### src/design/fan_pkg.sv
// Shared types and constants of the frame accumulate and normalize block.
package fan_pkg;

  localparam int NUM_CH     = 4;
  localparam int CFG_W      = 9;
  localparam int NPIX_W     = 18;
  localparam int ADDR_IN_W  = 16;
  localparam int NORM_W     = 8;
  localparam int STAT_W     = 32;

  localparam logic [2:0] MODE_CLEAR = 3'd0;
  localparam logic [2:0] MODE_ACC   = 3'd1;
  localparam logic [2:0] MODE_MEAS  = 3'd2;
  localparam logic [2:0] MODE_SET   = 3'd3;
  localparam logic [2:0] MODE_READ  = 3'd4;

  localparam logic CFG_IDX_WIDTH  = 1'b0;
  localparam logic CFG_IDX_HEIGHT = 1'b1;

  localparam logic [1:0] CH_LAST = 2'd3;

  typedef struct packed {
    logic       load_item;
    logic       clr_start;
    logic       clr_step;
    logic       rd_issue;
    logic       acc_write;
    logic       walk_start;
    logic       walk_issue;
    logic       walk_update;
    logic       set_range;
    logic       div_prep;
    logic       div_load;
    logic       div_step;
    logic       emit;
    logic       emit_meas;
    logic       emit_last;
    logic [1:0] chan;
  } fan_cmd_t;

  typedef struct packed {
    logic in_frame;
    logic clr_last;
    logic walk_done;
    logic div_last;
    logic out_free;
  } fan_stat_t;

endpackage

### src/design/fan_ctrl.sv
// Controller state machine: sequences clear, accumulate, measure, set and read.
module fan_ctrl
  import fan_pkg::*;
(
  input  logic      clk_i,
  input  logic      rst_ni,
  input  logic      in_valid_i,
  input  logic [2:0] mode_i,
  output logic      in_ready_o,
  input  fan_stat_t stat_i,
  output fan_cmd_t  cmd_o
);

  localparam logic [3:0] S_INIT  = 4'd0;
  localparam logic [3:0] S_IDLE  = 4'd1;
  localparam logic [3:0] S_CLR   = 4'd2;
  localparam logic [3:0] S_ACC   = 4'd3;
  localparam logic [3:0] S_ACC_W = 4'd4;
  localparam logic [3:0] S_WALK  = 4'd5;
  localparam logic [3:0] S_MOUT  = 4'd6;
  localparam logic [3:0] S_SET   = 4'd7;
  localparam logic [3:0] S_RD    = 4'd8;
  localparam logic [3:0] S_DPREP = 4'd9;
  localparam logic [3:0] S_DLOAD = 4'd10;
  localparam logic [3:0] S_DSTEP = 4'd11;
  localparam logic [3:0] S_EMIT  = 4'd12;

  logic [3:0] state_q, state_d;
  logic [1:0] ch_q, ch_d;
  logic       pend_q, pend_d;

  always_comb begin
    cmd_o   = '0;
    state_d = state_q;
    ch_d    = ch_q;
    pend_d  = 1'b0;
    cmd_o.chan = ch_q;
    unique case (state_q)
      S_INIT: begin
        cmd_o.clr_step = 1'b1;
        if (stat_i.clr_last) state_d = S_IDLE;
      end
      S_IDLE: begin
        if (in_valid_i) begin
          cmd_o.load_item = 1'b1;
          unique case (mode_i)
            MODE_CLEAR: begin
              cmd_o.clr_start = 1'b1;
              state_d = S_CLR;
            end
            MODE_ACC:  state_d = S_ACC;
            MODE_MEAS: begin
              cmd_o.walk_start = 1'b1;
              state_d = S_WALK;
            end
            MODE_SET:  state_d = S_SET;
            MODE_READ: state_d = S_RD;
            default:   state_d = S_IDLE;
          endcase
        end
      end
      S_CLR: begin
        cmd_o.clr_step = 1'b1;
        if (stat_i.clr_last) state_d = S_EMIT;
      end
      S_ACC: begin
        if (stat_i.in_frame) begin
          cmd_o.rd_issue = 1'b1;
          state_d = S_ACC_W;
        end else begin
          state_d = S_EMIT;
        end
      end
      S_ACC_W: begin
        cmd_o.acc_write = 1'b1;
        state_d = S_EMIT;
      end
      S_WALK: begin
        if (!stat_i.walk_done) begin
          cmd_o.walk_issue = 1'b1;
          pend_d = 1'b1;
        end
        if (pend_q) cmd_o.walk_update = 1'b1;
        if (stat_i.walk_done && !pend_q) begin
          ch_d = '0;
          state_d = S_MOUT;
        end
      end
      S_MOUT: begin
        if (stat_i.out_free) begin
          cmd_o.emit      = 1'b1;
          cmd_o.emit_meas = 1'b1;
          cmd_o.emit_last = (ch_q == CH_LAST);
          if (ch_q == CH_LAST) state_d = S_IDLE;
          else ch_d = ch_q + 2'd1;
        end
      end
      S_SET: begin
        cmd_o.set_range = 1'b1;
        state_d = S_EMIT;
      end
      S_RD: begin
        ch_d = '0;
        if (stat_i.in_frame) begin
          cmd_o.rd_issue = 1'b1;
          state_d = S_DPREP;
        end else begin
          state_d = S_EMIT;
        end
      end
      S_DPREP: begin
        cmd_o.div_prep = 1'b1;
        state_d = S_DLOAD;
      end
      S_DLOAD: begin
        cmd_o.div_load = 1'b1;
        state_d = S_DSTEP;
      end
      S_DSTEP: begin
        cmd_o.div_step = 1'b1;
        if (stat_i.div_last) begin
          if (ch_q == CH_LAST) begin
            state_d = S_EMIT;
          end else begin
            ch_d = ch_q + 2'd1;
            state_d = S_DPREP;
          end
        end
      end
      S_EMIT: begin
        if (stat_i.out_free) begin
          cmd_o.emit      = 1'b1;
          cmd_o.emit_last = 1'b1;
          state_d = S_IDLE;
        end
      end
      default: state_d = S_IDLE;
    endcase
  end

  assign in_ready_o = (state_q == S_IDLE);

  always_ff @(posedge clk_i or negedge rst_ni) begin
    if (!rst_ni) begin
      state_q <= S_INIT;
      ch_q    <= '0;
      pend_q  <= 1'b0;
    end else begin
      state_q <= state_d;
      ch_q    <= ch_d;
      pend_q  <= pend_d;
    end
  end

  a_emit_free: assert property (@(posedge clk_i) disable iff (!rst_ni)
    cmd_o.emit |-> stat_i.out_free)
    else $error("result issued while output register busy");

  a_read_inside: assert property (@(posedge clk_i) disable iff (!rst_ni)
    cmd_o.rd_issue |-> stat_i.in_frame)
    else $error("store read outside frame");

  a_walk_bound: assert property (@(posedge clk_i) disable iff (!rst_ni)
    cmd_o.walk_issue |-> !stat_i.walk_done)
    else $error("measure walk past frame end");

  a_item_starts: assert property (@(posedge clk_i) disable iff (!rst_ni)
    (in_valid_i && in_ready_o && (mode_i == MODE_ACC || mode_i == MODE_READ))
      |=> (state_q == S_ACC || state_q == S_RD))
    else $error("accepted item did not start");

endmodule

### config.mk
export PLATFORM = sky130hd
export DESIGN_NAME = fan_ctrl
export DESIGN_NICKNAME = d
export VERILOG_FILES = /design/src/design/fan_pkg.sv /design/src/design/fan_ctrl.sv
export SDC_FILE = /design/constraint.sdc
export NUM_CORES = 1
export LEC_CHECK = 0
export BUFFER_PORTS_ARGS = -buffer_cell sky130_fd_sc_hd__buf_4
export CAP_MARGIN = 20
export CORE_MARGIN = 2
export CORE_UTILIZATION = 49
export CTS_CLUSTER_SIZE = 30
export DETAILED_ROUTE_END_ITERATION = 6
export HOLD_SLACK_MARGIN = 0.06
export PLACE_DENSITY_LB_ADDON = 0.15
export REMOVE_ABC_BUFFERS = 1
export SETUP_SLACK_MARGIN = 0.3
export SYNTH_ARGS = -nofsm -noshare
export SYNTH_HDL_FRONTEND = slang
export SYNTH_SLANG_ARGS = --single-unit
export TNS_END_PERCENT = 20
### constraint.sdc
create_clock -name clk_i -period 1.95 [get_ports clk_i]
set_clock_uncertainty 0.05 [all_clocks]
set_input_delay 0.0975 -clock clk_i [delete_from_list [all_inputs] [get_ports clk_i]]
set_output_delay 0.0975 -clock clk_i [all_outputs]
set_load 0.02 [all_outputs]
Yosys cells after proc, flatten, opt, wreduce, memory -nomap -nowiden:

Index checks and enable logic that the tools add are counted.

* register bits: 7
* latch bits: 0
* RAM bits: 0
* memory bits (read-only): 0
* bits of input ports: 11
* output and inout port bits: 18
* word-level logic and storage cells: 80
* memories: 0

* add/sub/neg operators: 1
* $mul: 0
* divide/modulo/power cells: 0
* magnitude comparators: 0
* equality and inequality tests: 25
* shift operators: 0
* multiplexer cells: 41
* bitwise logic cells: 0
* reductions and logical operators: 10

Operators by type and width (number)
* one-hot mux 4 bit (12 select lines): 1
* 2-to-1 mux 4 bit: 9
* equality test 4 bit, second input constant: 5
* one-hot mux 4 bit (5 select lines): 1
* 2-to-1 mux 1 bit: 17
* equality test 4 x 3 -> 1 bit, second input constant: 4
* inequality test 2 bit, second input constant: 8
* 2-to-1 mux 2 bit: 7
* 2-to-1 mux 3 bit: 3
* equality test 4 x 2 -> 1 bit, second input constant: 2
* one-hot mux 2 bit (4 select lines): 1
* AND reduction 8 bit: 1
* equality test 3 x 2 -> 1 bit, second input constant: 2
* OR reduction 2 bit: 3
* equality test 4 x 1 -> 1 bit, second input constant: 1
* logical NOT 4 bit: 1
* one-hot mux 1 bit (2 select lines): 2
* AND reduction 4 bit: 1
* nonzero test 4 bit: 1
* equality test 3 x 1 -> 1 bit, second input constant: 1
* equality test 3 bit, second input constant: 1
* logical NOT 3 bit: 1
* adder 2 x 1 -> 2 bit, second input constant: 1
* equality test 2 bit, second input constant: 1
* 2 further kinds: 2

Logic depth before layout (Yosys ltp):

Gate-level depths: netlist of run 1.

* word-level depth: 4
* mapped depth: 7
* mapped depth without buffers: 6

Worst setup path before layout of run 1:

OpenSTA, ideal clock, no wires.

* path kind: register -> output
* from: register state_q[3]
* to: output cmd_o[15] (netlist bit)
* data arrival time: 1770 ps
* required time: 1803 ps
* slack: 32 ps
* stages on the path, launching flop included: 6
* path buffers: 1
* cells stage by stage: dfrtp_1 buf_6 or2_1 nor2_2 nand2_1 nor4_1

RTL lines
* start: declaration: RTL line fan_ctrl.sv:28 `logic [3:0] state_q, state_d;`
* start signal: assignment: RTL line fan_ctrl.sv:149 `state_q <= state_d;`
* end: declaration: RTL line fan_ctrl.sv:11 `output fan_cmd_t cmd_o`

Worst setup path in the final report of run 1:

* from: register state_q[3]
* to: register ch_q[0]

* longest elaborated chain between the ends: 3
* elaborated cells on any way between the ends: 10
* those cells by class: 7 x eq/ne; 1 x mux; 2 x reduce/logical

RTL lines
* equality test 4 x 3 -> 1 bit / equality test 4 bit (equally long branches): RTL line fan_ctrl.sv:38 `unique case (state_q)`
* nonzero test 4 bit (no source line) / inequality test 2 bit (equally long branches)
* AND reduction 4 bit (no source line)
* end signal: assignment: RTL line fan_ctrl.sv:150 `ch_q <= ch_d;`
* end: declaration: RTL line fan_ctrl.sv:29 `logic [1:0] ch_q, ch_d;`

Several ways; a longest one is shown, not always the timed one.
A chain may end at the register's enable or synchronous reset.

==> impl_metrics.ini, run 1 <==
[cts]
tritoncts = built
cts_buffer_depth = 2
clk_latency_ps = 260
clkTransAtPathRegs_ps = 60
cts-htree-levels = 1
root_buffer = clkbuf_4
cts_sinks = 7
numCtsBuffers = 3

[logic_synthesis]
avgSynthCellArea_um2 = 7.83
ys_warn_count = 0
netlist_top_cells_count = nor2_1, nand2_1, nand2b_1
seq_area_frac_synth_pct = 21.1
synth_top_area_cell = dfrtp_1
ys.flop_type = dfrtp_1
ys_types = 40
synth_area_um2 = 830
synth_area_leaders = dfrtp_1, nor2_1, nand2b_1
yosysMostFrequentCell = nor2_1
syn_inst = 106
synth_top_area_share_pct = 21.1
postSynth.asyncResetShare_pct = 100
synth_edf_count = 0
ys_ff_latch = 7

[route]
drt_iter0_drc = 27
drc = 0
vias_per_cell = 6.02
routed_wl_mm = 2.49
wl_per_cell_um = 15.3
ant_nets = 0
num_vias = 982
drt_pre_antenna_iters = 4

[floorplan]
die_y_um = 45.1
start_util_pct = 53.8
placementRows = 14
die-area_um2 = 2040
die_w_um = 45.1
core_um2 = 1540
num_io_pins = 29

[place]
io_buffers = 28
place_congestion = 0.968
dp_hpwl_mm = 1.65
placed_area_um2 = 1040

[power]
p_leak_uw = 0.000564
p_per_area_nw_per_um2 = 1550
p_total_uw = 1860
vdd_drop_max_v = 0.000754

[global_route]
grt_max_degree = 18
first_global_vias = 940
grt_antenna_before_repair = 0
grt_pass1_wl_mm = 3.95
grt.overflow.total = 0
grt_usage_pct = 26.8

[critical_path]
r2r_start = state_q[3]$_DFFE_PN0P_
rr_endpoint = ch_q[0]$_DFFE_PN0P_
critPathCapture = ch_q[0]$_DFFE_PN0P_
slowest_delay_ps = 450
path_class = reg2reg
worstPathArrival_ps = 1760
worstPathRequired_ps = 2040
startpoint = state_q[3]$_DFFE_PN0P_
reg2reg_depth = 5
cp_top_family = simple AND/OR/NAND/NOR gates
critical_path_buf_inv_count = 1
crit_cells = 5
crit_slowest_cell = dfrtp_2
path_cells = buf_4 > nor4b_2 > o21ai_4 > nand3_2 > mux2_1
cp-end-kind = flop
path_max_fanout = 6
cp-start-kind = flop
r2r_setup_slack_ps = 280

[final_layout]
fillers = 115
diodes = 0
drive_gt1_share_pct = 48.3
fin_area_um2 = 1200
areaGrowthSynthToFinish_pct = 44.8
fin_nets = 160

[sta]
min_period_ps = 1670
worst_pin_slew_ps = 325
hold_viol = 0
worst_hold_slack_ps = 136
post-route-period-util_pct = 85.7
slew_violations = 0
max_slew_margin_pct = 78.3
fmax_mhz = 599
rsz0062_at_grt = true
setup_viol = 0

[min_path]
hold_path_class = in2async

[outcome]
status = finished, final reports clean

[run]
max_cap_violations = 0
-- report_power, final --
group / internal [uW] / leakage, uW / switching (uW)
Clock: 78.8 / 0.0000150 / 63.9
Sequential: 208 / 0.0000864 / 66.1
Combinational: 659 / 0.000463 / 780
Total: 946 / 0.000564 / 910
-- logic make-up after synthesis --
| kind of cell | synth area share (%) |
|---|---|
| AND/OR/NAND/NOR | 36.5 |
| multiplexers | 3.92 |
| flip-flops | 21.1 |
| adder cells (fa/ha/maj) | 1.51 |
| AO/OA/AOI/OAI | 27.3 |
| buffers and inverters | 9.65 |
-- area by class of cell --
class / instances / area [um2] / share of cell area, %
clock buffers: 4 / 26.3 / 2.19
inverters: 3 / 11.3 / 0.938
repair buffers: 46 / 350 / 29.2
well taps: 16 / 20.0 / 1.67
flip-flops and latches: 7 / 180 / 15.0
multi-input cells: 87 / 613 / 51.0
-- flip-flops by register name, summed over array words and instances, names as in the netlist --
register,count
state_q,4
ch_q,2
pend_q,1
-- worst min path at each step --
stage	startpoint	endpoint	slack, ps	cells past startpoint
after floorplan	rst_ni	ch_q[0]$_DFFE_PN0P_	-250	0
after global placement	rst_ni	state_q[0]$_DFFE_PN0P_	-130	1
after global routing	rst_ni	state_q[1]$_DFFE_PN0P_	170	2
after detailed placement	rst_ni	state_q[0]$_DFFE_PN0P_	-130	1
final	rst_ni	state_q[1]$_DFFE_PN0P_	140	2
after CTS	rst_ni	pend_q$_DFF_PN0_	130	2
-- what timing repair did --
action / in CTS / in global routing
pin swaps: 3 / 2
hold buffers: 2 / 0
gates resized for setup: 10 / 5
endpoints found under the hold margin: 8 / 0
buffers inserted: 9 / 1
endpoints found under the setup margin: 10 / 12
-- layout by cell type (no fill, tap or decap), drive strengths merged, types with 4 or more instances in the layout --
cell type  count
a21oi          7
nand2          9
o21ai          9
clkbuf         4
nor2          16
nand2b         8
dfrtp          7
buf           44
-- routing by layer --
metal | global-route usage [%] | vias to the layer above | routed length (um)
met5 | 0 | - | 0
met4 | 13.5 | 0 | 80
met3 | 5.60 | 10 | 207
met2 | 45.4 | 60 | 1200
met1 | 31.7 | 452 | 997
li1 | - | 460 | -
-- through the flow --
stage / setup TNS [ps] / worst slack [ps] / util, % / cells
3_3_place_gp: 0 / 328 / 67.2 / 147
4_1_cts: 0 / 276 / 76.5 / 162
6_report: 0 / 279 / 77.9 / 163
3_5_place_dp: 0 / 273 / 67.2 / 147
2_1_floorplan: -193 / -162 / - / 97
5_1_grt: 0 / 228 / 77.9 / 163
Power figures use the tool's default switching activity.
==> run 2, diff against run 1 <==
==> constraint.sdc (replaced) <==
create_clock -name clk_i -period 1.95 [get_ports clk_i]
set_clock_uncertainty 0.05 [all_clocks]
set_input_delay 0.2925 -clock clk_i [delete_from_list [all_inputs] [get_ports clk_i]]
set_output_delay 0.2925 -clock clk_i [all_outputs]
set_load 0.02 [all_outputs]
==> run 2 against run 1 <==
Sequential cell count unchanged. Final area up 3.1%. Setup slack worse by 96 ps. Combinational power up 6%. Largest power group unchanged. Count of clock-buffer cells in the layout unchanged.
==> impl_metrics.ini, run 2 (same netlist as run 1, synthesis figures left out) <==
[final_layout]
diodes = 0
top_register = state_q
final_common_cell = buf_4
final_cell_mix = buf_4, nor2_1, nand2_1, a21oi_1
reg_top3 = state_q: 4 flops, ch_q: 2 flops, pend_q: 1 flops
fin_nets = 157
fillers = 107
areaGrowthSynthToFinish_pct = 49.3
largest_register_ffs = 4
drive_gt1_share_pct = 50.7

[cts]
tritoncts = built
numCtsBuffers = 3
cts-htree-levels = 1
root_buffer = clkbuf_4
clkTransAtPathRegs_ps = 50
clk_latency_ps = 250
cts_sinks = 7
cts_buffer_depth = 2

[global_route]
busiest_layer = met2
grt_antenna_before_repair = 0
gr-usage-met2_pct = 50.3
grt.overflow.total = 0
use_met3_pct = 4.80
grt_max_degree = 20
grt_usage_pct = 27.1
gr-usage-met1_pct = 30.6
first_global_vias = 904
grt_pass1_wl_mm = 3.95

[place]
place_congestion = 0.890
place_ws_ps = 205
dp_hpwl_mm = 1.58
io_buffers = 28

[outcome]
status = finished, final reports clean

[floorplan]
core_um2 = 1540
die_y_um = 45.1
start_util_pct = 53.8
placementRows = 14
num_io_pins = 29
die_w_um = 45.1
die-area_um2 = 2040

[critical_path]
path_max_fanout = 8
cp-end-kind = output port
worstPathRequired_ps = 1610
worstPathArrival_ps = 1420
r2r_setup_slack_ps = 260
path_class = reg2out
cp-start-kind = flop

[sta]
slew_violations = 0
fmax_mhz = 566
setup_viol = 0
hold_viol = 0
fin_ws_ps = 183
rsz0062_at_grt = true
post-route-period-util_pct = 90.6
worst_pin_slew_ps = 328
max_slew_margin_pct = 78.1
finalSetupTns_ps = 0
min_period_ps = 1770

[run]
max_cap_violations = 0

[route]
vias_per_cell = 6.03
routed_wl_mm = 2.53
num_vias = 965
drc = 0
wl_per_cell_um = 15.8
ant_nets = 0
drt_iter0_drc = 34
drt_pre_antenna_iters = 4

[power]
p_total_uw = 1930
p_per_area_nw_per_um2 = 1560
p_leak_uw = 0.000569
vdd_drop_max_v = 0.000985

[min_path]
hold_path_class = in2reg
-- run 2: cell types whose count changed in the layout (fill, tap and decap cells not counted), moves of 2 or more --
cell | previous run | this run
nand2b_1 | 8 | 5
buf_6 | 0 | 5
nand2_1 | 8 | 6
nand2b_4 | 0 | 2
nand2_2 | 1 | 3
buf_4 | 44 | 36
-- run 2: timing repair --
item / CTS / global route
hold endpoints to repair: 7 / 0
endpoints found under the setup margin: 21 / 20
pin swaps: 5 / 3
resized for setup: 17 / 12
hold buffers: 1 / 0
setup buffers: 10 / 0
-- run 2: cell type report --
class	instances	area, um2	share of cell area, %
Timing Repair Buffer	43	352	28.4
Clock buffer	4	26.3	2.12
Inverter	3	13.8	1.11
Multi-Input combinational cell	87	648	52.3
Tap cell	16	20.0	1.62
Sequential cell	7	179	14.4
-- run 2: path summary, 6_finish.rpt --
kind	start	endpoint	depth (start not counted)
min in group asynchronous	rst_ni	state_q[2]$_DFFE_PN0P_	2
max	state_q[0]$_DFFE_PN0P_	cmd_o[9]	4
max reg2reg	state_q[1]$_DFFE_PN0P_	state_q[2]$_DFFE_PN0P_	6
min	stat_i[2]	pend_q$_DFF_PN0_	2
min reg2reg	ch_q[1]$_DFFE_PN0P_	ch_q[1]$_DFFE_PN0P_	1
max in group asynchronous	rst_ni	state_q[0]$_DFFE_PN0P_	2
-- run 2: worst max-delay path: stages, from the launching register on --
cell and delay, ps:
dfrtp_2 450, buf_4 190, and2b_1 190, and3_1 180
buf_4 160
-- run 2: report_power, final --
part           internal [uW]  switching (uW)
Sequential               207            69.0
Clock                   78.0            51.7
Combinational            708             813
Total                    993             934
-- run 2: metal layers --
layer	wire (um)	vias up
met5	0	-
li1	-	456
met2	1310	52
met3	209	4
met4	31	0
met1	979	453
-- run 2: through the flow --
step / util (%) / cells / area (um2) / hold WS, ps
3_5_place_dp: 66.2 / 145 / 1020 / 59.5
2_1_floorplan: - / 97 / 761 / -53.1
3_3_place_gp: 66.2 / 145 / 1020 / 58.3
4_1_cts: 77.2 / 160 / 1190 / 158
5_1_grt: 80.4 / 160 / 1240 / 159
6_report: 80.4 / 160 / 1240 / 164
==> run 3, diff against run 2 <==
CORE_UTILIZATION = 44   (was 49)
clock period = 1.45 ns   (was 1.95 ns; I/O delays follow)
==> run 3 against run 2 <==
Combinational power grew 89%. Clock power up 41%. Sequential share of layout area is 3.0 points lower. Utilization is 9.8 points higher. Sequential power up 50%. Largest power group unchanged. The flow now finishes with violations (setup timing). Largest cell class unchanged. Setup slack got worse by 540 ps. Via count rose by 21%.
==> impl_metrics.ini, run 3 (same netlist as run 1, synthesis figures left out) <==
[outcome]
status = finished, violations left
violations = setup timing

[route]
drc = 0
num_vias = 1165
vias_per_cell = 5.91
wl_per_cell_um = 18.4
drt_pre_antenna_iters = 4
routed_wl_mm = 3.62
ant_nets = 0
drt_iter0_drc = 39

[global_route]
grt_max_degree = 13
grt_antenna_before_repair = 0
first_global_vias = 1124
grt_usage_pct = 33.8
grt_pass1_wl_mm = 5.32
grt.overflow.total = 0

[floorplan]
die_w_um = 47.4
placementRows = 15
start_util_pct = 47.5
die_y_um = 47.4
core_um2 = 1750
die-area_um2 = 2250
num_io_pins = 29

[final_layout]
fin_nets = 185
final_common_cell = buf_4
areaGrowthSynthToFinish_pct = 89.7
fin_area_um2 = 1570
final_cell_mix = buf_4, buf_6, nor2_1
top_register = state_q
diodes = 0
largest_register_ffs = 4
reg_top3 = state_q: 4 flops, ch_q: 2 flops, pend_q: 1 flops
fillers = 76
drive_gt1_share_pct = 65.7

[cts]
clkTransAtPathRegs_ps = 60
numCtsBuffers = 3
cts_sinks = 7
clk_latency_ps = 260
root_buffer = clkbuf_4
cts-htree-levels = 1
cts_buffer_depth = 2
tritoncts = built

[critical_path]
worstPathArrival_ps = 1540
path_max_fanout = 5
worstPathRequired_ps = 1180
cp-start-kind = flop
path_class = reg2out
reg2reg_depth = 8
cp-end-kind = output port

[power]
p_leak_uw = 0.000746
pwr-share-comb_pct = 82.8
p_total_uw = 3470
swShare_pct = 47.3
switchingPower_uw = 1640
clkPwrFrac_pct = 5.3
pwr-share-seq_pct = 11.9
vdd_drop_max_v = 0.00161
p_per_area_nw_per_um2 = 2200
intPower_uw = 1830

[sta]
worst_hold_slack_ps = 287
fmax_mhz = 553
slew_violations = 0
setup_viol = 22
finalSetupTns_ps = -5780
fin_ws_ps = -359
rsz0062_at_grt = true
max_slew_margin_pct = 73.7
worst_pin_slew_ps = 394
post-route-period-util_pct = 125
min_period_ps = 1810
hold_viol = 0

[run]
max_cap_violations = 0

[min_path]
hold_path_class = in2async

[place]
place_congestion = 0.866
placed_area_um2 = 1220
place_ws_ps = -165
dp_hpwl_mm = 1.89
io_buffers = 28
==> run 3: per-layer routing <==
metal  part of all wire [%]  global-route usage, %  vias up  routed length (um)
li1                       -                      -      512                   -
met2                     51                   58.9       78                1830
met5                      0                      0        -                   0
met3                    7.6                   6.79       10                 276
met1                     40                   41.7      565                1440
met4                    2.0                   10.6        0                  73
==> run 3: through the flow <==
stage / utilization [%] / std cells
global placement: 69.9 / 179
detailed placement: 69.9 / 179
floorplan: - / 97
global route: 90.2 / 197
finish: 90.2 / 197
CTS: 86.7 / 196
==> run 3: critical path, cell delays in order, from the launching register on <==
cell     delay [ps]
dfrtp_2         450
or2_4           280
nor2_4          130
nand2_2          90
nor3_2          170
buf_4           160
==> run 3: final timing paths <==
kind / startpoint / end / slack (ps)
setup / recovery: state_q[2]$_DFFE_PN0P_ / cmd_o[11] / -360
hold / removal: rst_ni / ch_q[0]$_DFFE_PN0P_ / 290
setup reg to reg: state_q[2]$_DFFE_PN0P_ / state_q[1]$_DFFE_PN0P_ / -300
hold reg to reg: ch_q[1]$_DFFE_PN0P_ / ch_q[1]$_DFFE_PN0P_ / 590
max in group asynchronous: rst_ni / state_q[1]$_DFFE_PN0P_ / 910
min in group clk_i: stat_i[2] / pend_q$_DFF_PN0_ / 310
==> run 3: cell type report <==
type | count | area, um2 | area share (%)
multi-input combinational | 87 | 713 | 45.3
timing repair buffer | 71 | 611 | 38.8
inverter | 3 | 11.3 | 0.715
tap | 25 | 31.3 | 1.99
clock buffer | 3 | 22.5 | 1.43
sequential | 7 | 180 | 11.4
clock inverter | 1 | 5.00 | 0.318
==> run 3: what timing repair did <==
action / 4_1_cts / 5_1_grt
hold buffers: 1 / 0
buffers inserted: 12 / 1
setup endpoints to repair: 25 / 25
pin swaps: 6 / 4
resized for setup: 41 / 15
endpoints found under the hold margin: 7 / 0
==> run 3: power by group through the flow <==
stage | logic [uW] | clock network, uW | registers, uW
5_1_grt | 3010 | 197 | 415
3_3_place_gp | 1900 | 0 | 400
3_5_place_dp | 1940 | 0 | 402
4_1_cts | 2490 | 188 | 392
2_1_floorplan | 942 | 0 | 502
6_report | 2870 | 183 | 413
